[src/sv/dlfs_pkg.sv]
package dlfs_pkg;

    localparam int MASK_W    = 64;
    localparam int NUM_MASK  = 4;
    localparam int CFG_IDX_W = 2;

    localparam logic [CFG_IDX_W-1:0] REG_MASK_Q0 = 2'd0;
    localparam logic [CFG_IDX_W-1:0] REG_MASK_Q1 = 2'd1;
    localparam logic [CFG_IDX_W-1:0] REG_MASK_Q2 = 2'd2;
    localparam logic [CFG_IDX_W-1:0] REG_MASK_Q3 = 2'd3;

    localparam logic KIND_RAW = 1'b0;
    localparam logic KIND_EVT = 1'b1;

    localparam logic [1:0] WIN_FULL = 2'd2;

    typedef struct packed {
        logic accept;
        logic rd_issue;
        logic load_raw;
        logic load_evt;
        logic raw_last;
        logic line_clr;
    } t_dp_cmd;

    typedef struct packed {
        logic win_full;
        logic evt_hit;
        logic line_empty;
        logic line_will_full;
        logic rd_at_end;
        logic out_free;
    } t_dp_sts;

endpackage

[src/sv/debug_log_frame_splitter.sv]
// Channel  | Dir | Handshake                    | Beat contents
// s_axis   | in  | s_axis_tvalid/s_axis_tready  | tdata: rx_byte
// m_axis   | out | m_axis_tvalid/m_axis_tready  | tdata: value_byte, event_data; tuser: item_kind;
//          |     |                              | tlast: run_last
// cfg      | in  | i_cfg_we                     | i_cfg_idx: mask quarter, i_cfg_data: 64 bits
//
// A byte that causes no result leaves the block idle; the next byte is taken in the following cycle.
// A line flush sends its bytes one beat per cycle while the output is free, out of the
// single read port of the line memory; an event goes out alone or after flushing a pending line.
// Input is not taken during a flush or an event.
// Reset is synchronous, active low; no clearing pass is needed.
// In idle, a held result does not block the next input byte; it does stall a flush or event.
module debug_log_frame_splitter #(
    parameter int LINE_BYTES = 32
) (
    input  logic                             i_clk,
    input  logic                             i_rst_n,
    input  logic                             i_cfg_we,
    input  logic [dlfs_pkg::CFG_IDX_W-1:0]   i_cfg_idx,
    input  logic [dlfs_pkg::MASK_W-1:0]      i_cfg_data,
    input  logic                             s_axis_tvalid,
    output logic                             s_axis_tready,
    input  logic [7:0]                       s_axis_tdata,   // [7:0] rx_byte
    output logic                             m_axis_tvalid,
    input  logic                             m_axis_tready,
    output logic [15:0]                      m_axis_tdata,   // [7:0] value_byte, [15:8] event_data
    output logic                             m_axis_tuser,   // [0] item_kind
    output logic                             m_axis_tlast
);
    import dlfs_pkg::*;

    t_dp_cmd w_cmd;
    t_dp_sts w_sts;

    dlfs_ctrl u_ctrl (
        .i_clk      (i_clk),
        .i_rst_n    (i_rst_n),
        .i_in_valid (s_axis_tvalid),
        .o_in_ready (s_axis_tready),
        .i_sts      (w_sts),
        .o_cmd      (w_cmd)
    );

    dlfs_datapath #(
        .LINE_BYTES (LINE_BYTES)
    ) u_datapath (
        .i_clk       (i_clk),
        .i_rst_n     (i_rst_n),
        .i_cfg_we    (i_cfg_we),
        .i_cfg_idx   (i_cfg_idx),
        .i_cfg_data  (i_cfg_data),
        .i_rx_byte   (s_axis_tdata),
        .i_cmd       (w_cmd),
        .o_sts       (w_sts),
        .i_out_ready (m_axis_tready),
        .o_out_valid (m_axis_tvalid),
        .o_out_kind  (m_axis_tuser),
        .o_out_value (m_axis_tdata[7:0]),
        .o_out_data  (m_axis_tdata[15:8]),
        .o_out_last  (m_axis_tlast)
    );

endmodule

[src/sv/dlfs_datapath.sv]
module dlfs_datapath #(
    parameter int LINE_BYTES = 32
) (
    input  logic                             i_clk,
    input  logic                             i_rst_n,
    input  logic                             i_cfg_we,
    input  logic [dlfs_pkg::CFG_IDX_W-1:0]   i_cfg_idx,
    input  logic [dlfs_pkg::MASK_W-1:0]      i_cfg_data,
    input  logic [7:0]                       i_rx_byte,
    input  dlfs_pkg::t_dp_cmd                i_cmd,
    output dlfs_pkg::t_dp_sts                o_sts,
    input  logic                             i_out_ready,
    output logic                             o_out_valid,
    output logic                             o_out_kind,
    output logic [7:0]                       o_out_value,
    output logic [7:0]                       o_out_data,
    output logic                             o_out_last
);
    import dlfs_pkg::*;

    localparam int AW = (LINE_BYTES > 1) ? $clog2(LINE_BYTES) : 1;
    localparam int LW = $clog2(LINE_BYTES + 1);

    logic [MASK_W-1:0] r_mask [NUM_MASK];
    logic [7:0]        r_win0;
    logic [7:0]        r_win1;
    logic [1:0]        r_win_fill;
    logic [LW-1:0]     r_line_fill;
    logic [AW-1:0]     r_rd_ptr;
    logic [7:0]        r_rd_data;
    logic [7:0]        r_evt_cmd;
    logic [7:0]        r_evt_data;
    logic [7:0]        r_line_mem [LINE_BYTES];

    logic r_out_valid;
    logic r_out_kind;
    logic [7:0] r_out_value;
    logic [7:0] r_out_data;
    logic r_out_last;

    logic w_mask_bit;
    logic w_evt_hit;
    logic w_shift;

    assign w_mask_bit = r_mask[r_win0[7:6]][r_win0[5:0]];
    assign w_evt_hit  = (r_win_fill == WIN_FULL) && (r_win0 == i_rx_byte) && w_mask_bit;
    assign w_shift    = i_cmd.accept && (r_win_fill == WIN_FULL) && !w_evt_hit;

    always_comb begin
        o_sts.win_full       = (r_win_fill == WIN_FULL);
        o_sts.evt_hit        = w_evt_hit;
        o_sts.line_empty     = (r_line_fill == '0);
        o_sts.line_will_full = ((r_line_fill + LW'(1)) == LW'(LINE_BYTES));
        o_sts.rd_at_end      = ((LW'(r_rd_ptr) + LW'(1)) == r_line_fill);
        o_sts.out_free       = !r_out_valid || i_out_ready;
    end

    always_ff @(posedge i_clk) begin
        if (!i_rst_n) begin
            for (int i = 0; i < NUM_MASK; i++) begin
                r_mask[i] <= '0;
            end
        end else if (i_cfg_we) begin
            unique case (i_cfg_idx)
                REG_MASK_Q0: r_mask[0] <= i_cfg_data;
                REG_MASK_Q1: r_mask[1] <= i_cfg_data;
                REG_MASK_Q2: r_mask[2] <= i_cfg_data;
                REG_MASK_Q3: r_mask[3] <= i_cfg_data;
                default: ;
            endcase
        end
    end

    always_ff @(posedge i_clk) begin
        if (!i_rst_n) begin
            r_win_fill <= '0;
        end else if (i_cmd.accept) begin
            if (r_win_fill != WIN_FULL) begin
                r_win_fill <= r_win_fill + 2'd1;
            end else if (w_evt_hit) begin
                r_win_fill <= '0;
            end
        end
    end

    always_ff @(posedge i_clk) begin
        if (i_cmd.accept) begin
            if (r_win_fill == 2'd0) begin
                r_win0 <= i_rx_byte;
            end else if (r_win_fill == 2'd1) begin
                r_win1 <= i_rx_byte;
            end else if (w_evt_hit) begin
                r_evt_cmd  <= r_win0;
                r_evt_data <= r_win1;
            end else begin
                r_win0 <= r_win1;
                r_win1 <= i_rx_byte;
            end
        end
    end

    always_ff @(posedge i_clk) begin
        if (!i_rst_n) begin
            r_line_fill <= '0;
            r_rd_ptr    <= '0;
        end else begin
            if (i_cmd.line_clr) begin
                r_line_fill <= '0;
            end else if (w_shift) begin
                r_line_fill <= r_line_fill + LW'(1);
            end
            if (i_cmd.line_clr) begin
                r_rd_ptr <= '0;
            end else if (i_cmd.rd_issue) begin
                r_rd_ptr <= r_rd_ptr + AW'(1);
            end
        end
    end

    always_ff @(posedge i_clk) begin
        if (w_shift) begin
            r_line_mem[r_line_fill[AW-1:0]] <= r_win0;
        end
        if (i_cmd.rd_issue) begin
            r_rd_data <= r_line_mem[r_rd_ptr];
        end
    end

    always_ff @(posedge i_clk) begin
        if (!i_rst_n) begin
            r_out_valid <= 1'b0;
        end else if (i_cmd.load_raw || i_cmd.load_evt) begin
            r_out_valid <= 1'b1;
        end else if (i_out_ready) begin
            r_out_valid <= 1'b0;
        end
    end

    always_ff @(posedge i_clk) begin
        if (i_cmd.load_raw) begin
            r_out_kind  <= KIND_RAW;
            r_out_value <= r_rd_data;
            r_out_data  <= 8'd0;
            r_out_last  <= i_cmd.raw_last;
        end else if (i_cmd.load_evt) begin
            r_out_kind  <= KIND_EVT;
            r_out_value <= r_evt_cmd;
            r_out_data  <= r_evt_data;
            r_out_last  <= 1'b1;
        end
    end

    assign o_out_valid = r_out_valid;
    assign o_out_kind  = r_out_kind;
    assign o_out_value = r_out_value;
    assign o_out_data  = r_out_data;
    assign o_out_last  = r_out_last;

    a_fill_bound: assert property (@(posedge i_clk) disable iff (!i_rst_n)
        r_line_fill <= LW'(LINE_BYTES))
        else $error("line fill beyond line length");

    a_load_free: assert property (@(posedge i_clk) disable iff (!i_rst_n)
        (i_cmd.load_raw || i_cmd.load_evt) |-> (!r_out_valid || i_out_ready))
        else $error("output overwritten while held");

    a_clr_empties: assert property (@(posedge i_clk) disable iff (!i_rst_n)
        i_cmd.line_clr |=> (r_line_fill == '0) && (r_rd_ptr == '0))
        else $error("line not emptied after flush");

endmodule

[src/sv/dlfs_ctrl.sv]
module dlfs_ctrl (
    input  logic              i_clk,
    input  logic              i_rst_n,
    input  logic              i_in_valid,
    output logic              o_in_ready,
    input  dlfs_pkg::t_dp_sts i_sts,
    output dlfs_pkg::t_dp_cmd o_cmd
);
    import dlfs_pkg::*;

    typedef enum logic [1:0] {
        S_IDLE,
        S_FLUSH,
        S_EVENT
    } t_state;

    t_state r_state, n_state;
    logic   r_rd_valid, n_rd_valid;
    logic   r_rd_last, n_rd_last;
    logic   r_rd_done, n_rd_done;
    logic   r_evt_pend, n_evt_pend;

    always_comb begin
        n_state    = r_state;
        n_rd_valid = r_rd_valid;
        n_rd_last  = r_rd_last;
        n_rd_done  = r_rd_done;
        n_evt_pend = r_evt_pend;
        o_cmd      = '0;
        o_in_ready = 1'b0;
        unique case (r_state)
            S_IDLE: begin
                o_in_ready   = 1'b1;
                o_cmd.accept = i_in_valid;
                n_rd_valid   = 1'b0;
                n_rd_last    = 1'b0;
                n_rd_done    = 1'b0;
                if (i_in_valid && i_sts.win_full) begin
                    if (i_sts.evt_hit) begin
                        n_evt_pend = 1'b1;
                        n_state    = i_sts.line_empty ? S_EVENT : S_FLUSH;
                    end else if (i_sts.line_will_full) begin
                        n_evt_pend = 1'b0;
                        n_state    = S_FLUSH;
                    end
                end
            end
            S_FLUSH: begin
                o_cmd.load_raw = r_rd_valid && i_sts.out_free;
                o_cmd.raw_last = r_rd_last && !r_evt_pend;
                o_cmd.rd_issue = !r_rd_done && (!r_rd_valid || o_cmd.load_raw);
                if (o_cmd.rd_issue) begin
                    n_rd_valid = 1'b1;
                    n_rd_last  = i_sts.rd_at_end;
                    n_rd_done  = i_sts.rd_at_end;
                end else if (o_cmd.load_raw) begin
                    n_rd_valid = 1'b0;
                end
                if (o_cmd.load_raw && r_rd_last) begin
                    o_cmd.line_clr = 1'b1;
                    n_state        = r_evt_pend ? S_EVENT : S_IDLE;
                end
            end
            S_EVENT: begin
                if (i_sts.out_free) begin
                    o_cmd.load_evt = 1'b1;
                    n_evt_pend     = 1'b0;
                    n_state        = S_IDLE;
                end
            end
            default: n_state = S_IDLE;
        endcase
    end

    always_ff @(posedge i_clk) begin
        if (!i_rst_n) begin
            r_state    <= S_IDLE;
            r_rd_valid <= 1'b0;
            r_rd_last  <= 1'b0;
            r_rd_done  <= 1'b0;
            r_evt_pend <= 1'b0;
        end else begin
            r_state    <= n_state;
            r_rd_valid <= n_rd_valid;
            r_rd_last  <= n_rd_last;
            r_rd_done  <= n_rd_done;
            r_evt_pend <= n_evt_pend;
        end
    end

    a_one_action: assert property (@(posedge i_clk) disable iff (!i_rst_n)
        $onehot0({o_cmd.accept, o_cmd.load_raw, o_cmd.load_evt}))
        else $error("conflicting datapath commands");

    a_rd_in_flush: assert property (@(posedge i_clk) disable iff (!i_rst_n)
        r_rd_valid |-> (r_state == S_FLUSH))
        else $error("read data pending outside flush");

    a_last_done: assert property (@(posedge i_clk) disable iff (!i_rst_n)
        (r_rd_valid && r_rd_last) |-> r_rd_done)
        else $error("read issued past end of line");

endmodule

[config.mk]
export PLATFORM = sky130hd
export DESIGN_NAME = debug_log_frame_splitter
export DESIGN_NICKNAME = d
export VERILOG_FILES = /design/src/sv/dlfs_pkg.sv /design/src/sv/debug_log_frame_splitter.sv /design/src/sv/dlfs_datapath.sv /design/src/sv/dlfs_ctrl.sv
export SDC_FILE = /design/constraint.sdc
export NUM_CORES = 1
export LEC_CHECK = 0
export BUFFER_PORTS_ARGS = -buffer_cell sky130_fd_sc_hd__buf_2
export CORE_ASPECT_RATIO = 0.5
export CORE_MARGIN = 10
export CORE_UTILIZATION = 50
export CTS_BUF_LIST = sky130_fd_sc_hd__clkbuf_8
export CTS_CLUSTER_SIZE = 16
export DETAILED_ROUTE_END_ITERATION = 8
export PLACE_DENSITY = 0.76
export RECOVER_POWER = 25
export REMOVE_ABC_BUFFERS = 1
export SYNTH_ARGS = -nofsm -noshare
export SYNTH_HDL_FRONTEND = slang
export SYNTH_SLANG_ARGS = --single-unit
[constraint.sdc]
create_clock -name i_clk -period 12.65 [get_ports i_clk]
set_clock_uncertainty 0.2 [all_clocks]
set_input_delay 1.265 -clock i_clk [delete_from_list [all_inputs] [get_ports i_clk]]
set_output_delay 1.265 -clock i_clk [all_outputs]
set_load 0.02 [all_outputs]
### Word level (Yosys, flattened, before mapping)

Memories as Yosys holds them, arrays and structs flattened. A register that Yosys moved wholly into a read port is not among the register bits.
Cells that the tools add are included.

* flip-flop bits (word level): 69
* RAM bits: 512
* input bits: 79
* logic and storage cells: 149
* memories: 2

* add/sub/neg operators: 4
* $lt $le $gt $ge: 1
* equal/unequal tests: 20
* muxes and demuxes: 64
* bitwise logic cells: 7
* reductions and logical operators: 35

Memory list
* u_datapath.r_line_mem: words 32, width 8, rd ports 1, clocked after memory_dff 1, write ports 1, RTL line dlfs_datapath.sv:33 `logic [7:0] r_line_mem [LINE_BYTES];`
* u_datapath.r_mask: words 4, width 64, rd ports 1, clocked after memory_dff 1, write ports 4, RTL line dlfs_datapath.sv:24 `logic [MASK_W-1:0] r_mask [NUM_MASK];`

Operators by type and width (number)
* $mux 64: 4
* $mux 8: 7
* $mux 1: 36
* $mux 2: 12
* $reduce_and 4->1: 3
* $ne 2x1->1 const B: 5
* $reduce_bool 2->1: 5
* $logic_and 1x1->1: 9
* $eq 2x2->1 const B: 4
* $eq 8x8->1: 1
* $lt 6x7->1 const B: 1
* $add 5x1->6 const B: 1
* $add 6x1->6 const B: 1
* $bmux 1 s6: 1
* $eq 2x1->1 const B: 3
* $eq 6x6->1: 1
* $eq 6x6->1 const B: 1
* $logic_not 2->1: 3
* $logic_not 6->1: 1
* $ne 2x2->1 const B: 3
* $ne 3x1->1 const B: 2
* $pmux 1 s2: 3
* $pmux 2 s3: 1
* $reduce_and 2->1: 3
* other kinds (8): 20

### Depth between registers and ports, before layout

* depth in word-level cells: 8
* mapped depth: 14
* gate-level depth less buffers: 8

### By module

A second synthesis with hierarchy kept.

* cells, all modules: 1439
* area total of the unflattened synthesis: 24985.2 sq um

By module, submodules not included
* dlfs_datapath: times used 1, cells an instance 1404, area an instance 24669.9 sq um, sequential area each 17346.6 sq um
* dlfs_ctrl: times used 1, cells an instance 35, area an instance 315.3 sq um, sequential area each 100.1 sq um

### Worst setup path before layout

OpenSTA, ideal clock, no wires.

* path kind: in2reg
* from: input i_cfg_idx[1] (netlist name)
* to: memory u_datapath.r_mask[1][0] (enable)
* data arrival time: 5.950 ns
* data required time: 11.876 ns
* path slack: 5.926 ns
* stages on the path: 2
* cell sequence: nand2b_1 o21ai_0

RTL lines
* from (decl): RTL line debug_log_frame_splitter.sv:19 `input logic [dlfs_pkg::CFG_IDX_W-1:0] i_cfg_idx,`
* to (decl): RTL line dlfs_datapath.sv:24

### Final worst setup path

* from: register u_datapath.r_win0[2]
* to: memory u_datapath.r_line_mem[10][2] (enable)

* cells in the longest elaborated chain, start to end: 7
* elaborated cells on any way between the ends: 9
* those cells by class: 1 x eq/ne; 4 x mux; 4 x reduce/logical

Ends and longest elaborated chain
* from (decl): RTL line dlfs_datapath.sv:25 `logic [7:0] r_win0;`
* from (signal assigned): RTL line dlfs_datapath.sv:89 `r_win0 <= i_rx_byte;`
* from (signal assigned): RTL line dlfs_datapath.sv:96 `r_win0 <= r_win1;`
* $bmux 1 s6 / $eq 8x8->1 (equally long branches): RTL line dlfs_datapath.sv:45, dlfs_datapath.sv:46
* $mux 1 (not written as such) / $logic_and 1x1->1 (equally long branches): RTL line dlfs_datapath.sv:45, dlfs_datapath.sv:46
* $logic_and 1x1->1 *: RTL line dlfs_datapath.sv:46 `assign w_evt_hit = (r_win_fill == WIN_FULL) && (r_win0 == i_rx_byte) && w_mask_bit;`
* $logic_not 1->1 *: RTL line dlfs_datapath.sv:47 `assign w_shift = i_cmd.accept && (r_win_fill == WIN_FULL) && !w_evt_hit;`
* $logic_and 1x1->1 *: RTL line dlfs_datapath.sv:47
* $mux 1 *: RTL line dlfs_datapath.sv:121 `if (w_shift) begin`
* $mux 1 (not written as such) *: RTL line dlfs_datapath.sv:122 `r_line_mem[r_line_fill[AW-1:0]] <= r_win0;`
* to (decl): RTL line dlfs_datapath.sv:33

Mark *: on every way between the ends. The rest lies on a longest branch, timed or not. The select of a mux whose other input is x is not followed.

==> reports/summary.md <==
The run finished, with violations left. The final reports fail on capacitance limit, slew limit. Number of buffers created by CTS: 84. Flip-flop and latch count after synthesis: 591. The area growth from synthesis to layout is 10.4%. Counting stages on the worst path, the most repeated cell is sky130_fd_sc_hd__buf_4. STA classifies the critical path startpoint as a flip-flop.

The run gives 0 as the final-report hold violation count. The depth of the most critical reg-to-reg path came out at 11. After detailed routing, the number of remaining DRC violations is 0. The pin count of the biggest net entering global routing was 65; the mean cell area of the mapped netlist was 15.5 µm².

In this run the tightest slew margin relative to its limit is -149%. The final count of pins violating max slew was 281; the depth of the worst hold-timing path was 0. The slowest stage of the critical path belongs to the cell sky130_fd_sc_hd__clkbuf_1.

Once detail routing completed, the nets flagged for antenna violations numbered 0. Buffers added to address setup during post-CTS repair amount to 0. The tools report the startpoint of the worst-slack reg-to-reg timing path as u_datapath.r_win0[2]. The clock period minus final worst setup slack works out to 6800 ps.

In the finished design, the share of the clock period the worst path needs comes to 53.8%. The tools report the cell at the root of the clock tree as sky130_fd_sc_hd__clkbuf_8. Die span in x: 338 µm. The tools report the total negative slack for setup checks as 0 ps. The maximum ir drop on the vdd rail was 68.2 µV.

The critical path ends at u_datapath.r_line_mem[10][2]. By count the netlist is led by sky130_fd_sc_hd__edfxtp_1, sky130_fd_sc_hd__and2_1, sky130_fd_sc_hd__mux2i_1, sky130_fd_sc_hd__clkbuf_1. The logs give 56.3 mm for the aggregate routed wire length and 3888 for the count of fill cells added during filler insertion. TritonCTS built the clock tree. The worst setup path is captured at a flip-flop. After clock tree synthesis, the clock-pin slew on the worst setup and hold paths is 60 ps. Data on the critical path is required at its endpoint by 12750 ps. For this block, the via count after detailed routing is 14126.

The analysis attributes to cell leakage a power of 9.49 nW. The count of flip-flops with a built-in enable after synthesis was 561. The worst register-to-register path ends at u_datapath.r_line_mem[10][2]. In the synthesized netlist the dominant register cell turns out to be sky130_fd_sc_hd__edfxtp_1. The logs give 65 for the count of different cell masters after synthesis and 0 for the global-route congestion overflow total. In the synthesized netlist the async set-or-reset flop fraction comes to 0%. The overall die height was 179 µm; the die footprint was 60500 µm².

The via-per-instance ratio came out at 5.68. The tools report the start point of the critical path as u_datapath.r_win0[2]. The class of the tightest hold or removal check was flip-flop to flip-flop.

Walking the worst path, the cells encountered are clkbuf_1 -> nor2b_1 -> a22o_1 -> o311ai_1 -> a311o_1 -> a21oi_2 -> nor4_2 -> buf_4 -> nor2_2 -> buf_4 -> and3_1. Summed over its instances, the top area cell type makes up 66.6% of the synthesized netlist area. At the later pin of the worst-skew pair, clock insertion delay measures 650 ps.

The first global-routing pass estimated 86.1 mm of wire. Hold repair after CTS inserted 0 buffers. For the upper clock frequency limit, the log shows 147 MHz. In this run the tool buffered the top-level ports with 98 buffer cells.

The Yosys step of the flow raised 0 warnings. The critical path is of the flip-flop to flip-flop type. Along the worst path, the maximum fanout reaches 57. The initial antenna violation count was 4; the final weighted congestion in routability-driven placement was 0.825. The max capacitance violation total was 7. At the pin with the least slew margin, the transition time is 3730 ps. The area of the core came out at 50100 µm².

The maximum root-to-sink buffer count came out at 3. Global routing used 18.6% of the available tracks across all layers. The number of DRC markers after the initial detailed-route iteration is 1459, and the sum of buffers and inverters on the critical path is 3. The layout cell share with drive strength beyond 1 was 17.2%. The worst hold slack across all endpoints was 241 ps; the initial core utilization was 50.4%. The power per standard cell area works out to 139 nW/µm².

The logs give 5 for the first-pass iteration count of the detailed router and 1631 for the number of standard cells after synthesis. The cell taking the most area after synthesis is sky130_fd_sc_hd__edfxtp_1. Total stage count of the critical path: 11. Dominant cell by count in the synthesized netlist: sky130_fd_sc_hd__edfxtp_1. The register area was 17500 µm².

The layout net count came out at 1826. Number of global-route vias before repair: 14352. The kind of cell with the highest combined delay along the critical path is buffers and inverters. The run gives 0 as the setup violation total in the final timing report. The multi-input logic area came out at 7440 µm². Data on the critical path arrives at its endpoint at 6900 ps. Yosys attributes the largest share of cell area to sky130_fd_sc_hd__edfxtp_1, sky130_fd_sc_hd__and2_1, sky130_fd_sc_hd__mux4_2, sky130_fd_sc_hd__mux2i_1, sky130_fd_sc_hd__dfxtp_1. The number of standard-cell rows in the floorplan was 58. The tools report the cell area after synthesis as 25300 µm².

The largest single stage delay on the critical path is 2620 ps. Setup repair after global routing left no endpoint under its margin. Summed over all nets, the half-perimeter wirelength after detailed placement is 33.3 mm.

After clock tree synthesis, the repair step resized 0 gates. The run gives 3 as the H-tree level count. The CTS sink count was 591; the average wire length per cell after detail routing was 22.6 µm.

In this run the count of I/O pins placed on the die edge is 99. Across all register-to-register paths, the minimum setup slack is 5850 ps. Summing the sequential cell areas from Yosys gives 69.0% of the chip area.
[stage by stage]
step	instance area (µm²)	instances	util, %	total power, mW	setup WS [ps]
6_report	27900	2489	55.7	3.89	5850
5_1_grt	27900	2489	55.7	4.03	5530
4_1_cts	28000	2488	55.8	3.91	7580
3_5_place_dp	26500	2345	52.9	2.57	7580
3_3_place_gp	26500	2345	52.9	2.56	7650
2_1_floorplan	24800	1529	-	2.47	5770
[layout by cell type, fill, tap and decap left out, drive strengths merged, types with 20 or more instances in the layout]
cell type    n
and3        35
o21ai       40
clkinv      30
nor2        70
dfxtp       30
mux2        20
a22oi       21
o221ai      24
inv         33
mux2i      143
nand3       24
and2       261
buf        108
a21oi       28
clkbuf     106
edfxtp     561
nand2       69
mux4        66
[area by class of cell]
| class | instances | area share (%) |
|---|---|---|
| clock inverters | 55 | 0.958 |
| clock buffers | 88 | 4.34 |
| repair buffers | 126 | 2.35 |
| flip-flops and latches | 591 | 62.5 |
| diodes | 1 | 0.00896 |
| inverters | 11 | 0.148 |
| multi-input cells | 927 | 26.6 |
| well taps | 690 | 3.09 |
[metal layers]
metal / global-route usage [%] / share of wire (%)
met1: 23.7 / 40
met2: 31.8 / 51
met3: 3.68 / 6.3
met4: 6.56 / 2.7
met5: 0 / 0.023
[state kept, by name (all words and copies together), names as in the netlist, 5 cells and up, named ones only]
signal	cells
u_datapath.o_out_data	8
u_datapath.o_out_value	8
u_datapath.r_evt_cmd	8
u_datapath.r_evt_data	8
u_datapath.r_line_fill	6
u_datapath.r_line_mem	256
u_datapath.r_mask	256
u_datapath.r_rd_data	8
u_datapath.r_rd_ptr	5
u_datapath.r_win0	8
u_datapath.r_win1	8
[worst register-to-register path, cell delays in order (launching register included)]
cell                       delay [ps]
sky130_fd_sc_hd__edfxtp_1         320
sky130_fd_sc_hd__clkbuf_1        2620
sky130_fd_sc_hd__nor2b_1          700
sky130_fd_sc_hd__a22o_1           240
sky130_fd_sc_hd__o311ai_1         140
sky130_fd_sc_hd__a311o_1          360
sky130_fd_sc_hd__a21oi_2          250
sky130_fd_sc_hd__nor4_2           100
sky130_fd_sc_hd__buf_4            210
sky130_fd_sc_hd__nor2_2           540
sky130_fd_sc_hd__buf_4            360
sky130_fd_sc_hd__and3_1           420
[kinds of logic (layout without fill, tap and decap cells)]
group | count (synthesis) | after routing | synth area share (%)
and+or+nand+nor | 514 | 514 | 11.4
xor gates and xnor gates | 17 | 17 | 0.589
muxes | 229 | 229 | 12.4
DFF | 591 | 591 | 69.0
other | 0 | 1 | 0
adders and majority gates | 6 | 6 | 0.297
AOI/OAI and AO/OA | 161 | 161 | 4.37
buffers and inverters | 113 | 280 | 1.97
[where the power goes]
part | leakage [nW] | internal [mW] | switching, mW
registers | 5.51 | 2.22 | 0.0340
logic | 3.15 | 0.104 | 0.166
clock network | 0.835 | 0.679 | 0.687
[worst min-delay path by stage]
| stage | startpoint | end | slack (ps) |
|---|---|---|---|
| global route | u_datapath.r_win1[4] | u_datapath.r_evt_data[4] | 270 |
| floorplan | u_datapath.r_win1[0] | u_datapath.r_evt_data[0] | 220 |
| detailed placement | u_datapath.r_win1[5] | u_datapath.r_evt_data[5] | 230 |
| CTS | u_datapath.r_win1[5] | u_datapath.r_evt_data[5] | 240 |
| global placement | u_datapath.r_win1[1] | u_datapath.r_evt_data[1] | 240 |
| finish | u_datapath.r_win1[5] | u_datapath.r_evt_data[5] | 240 |
(Power assumes the default switching activity.)
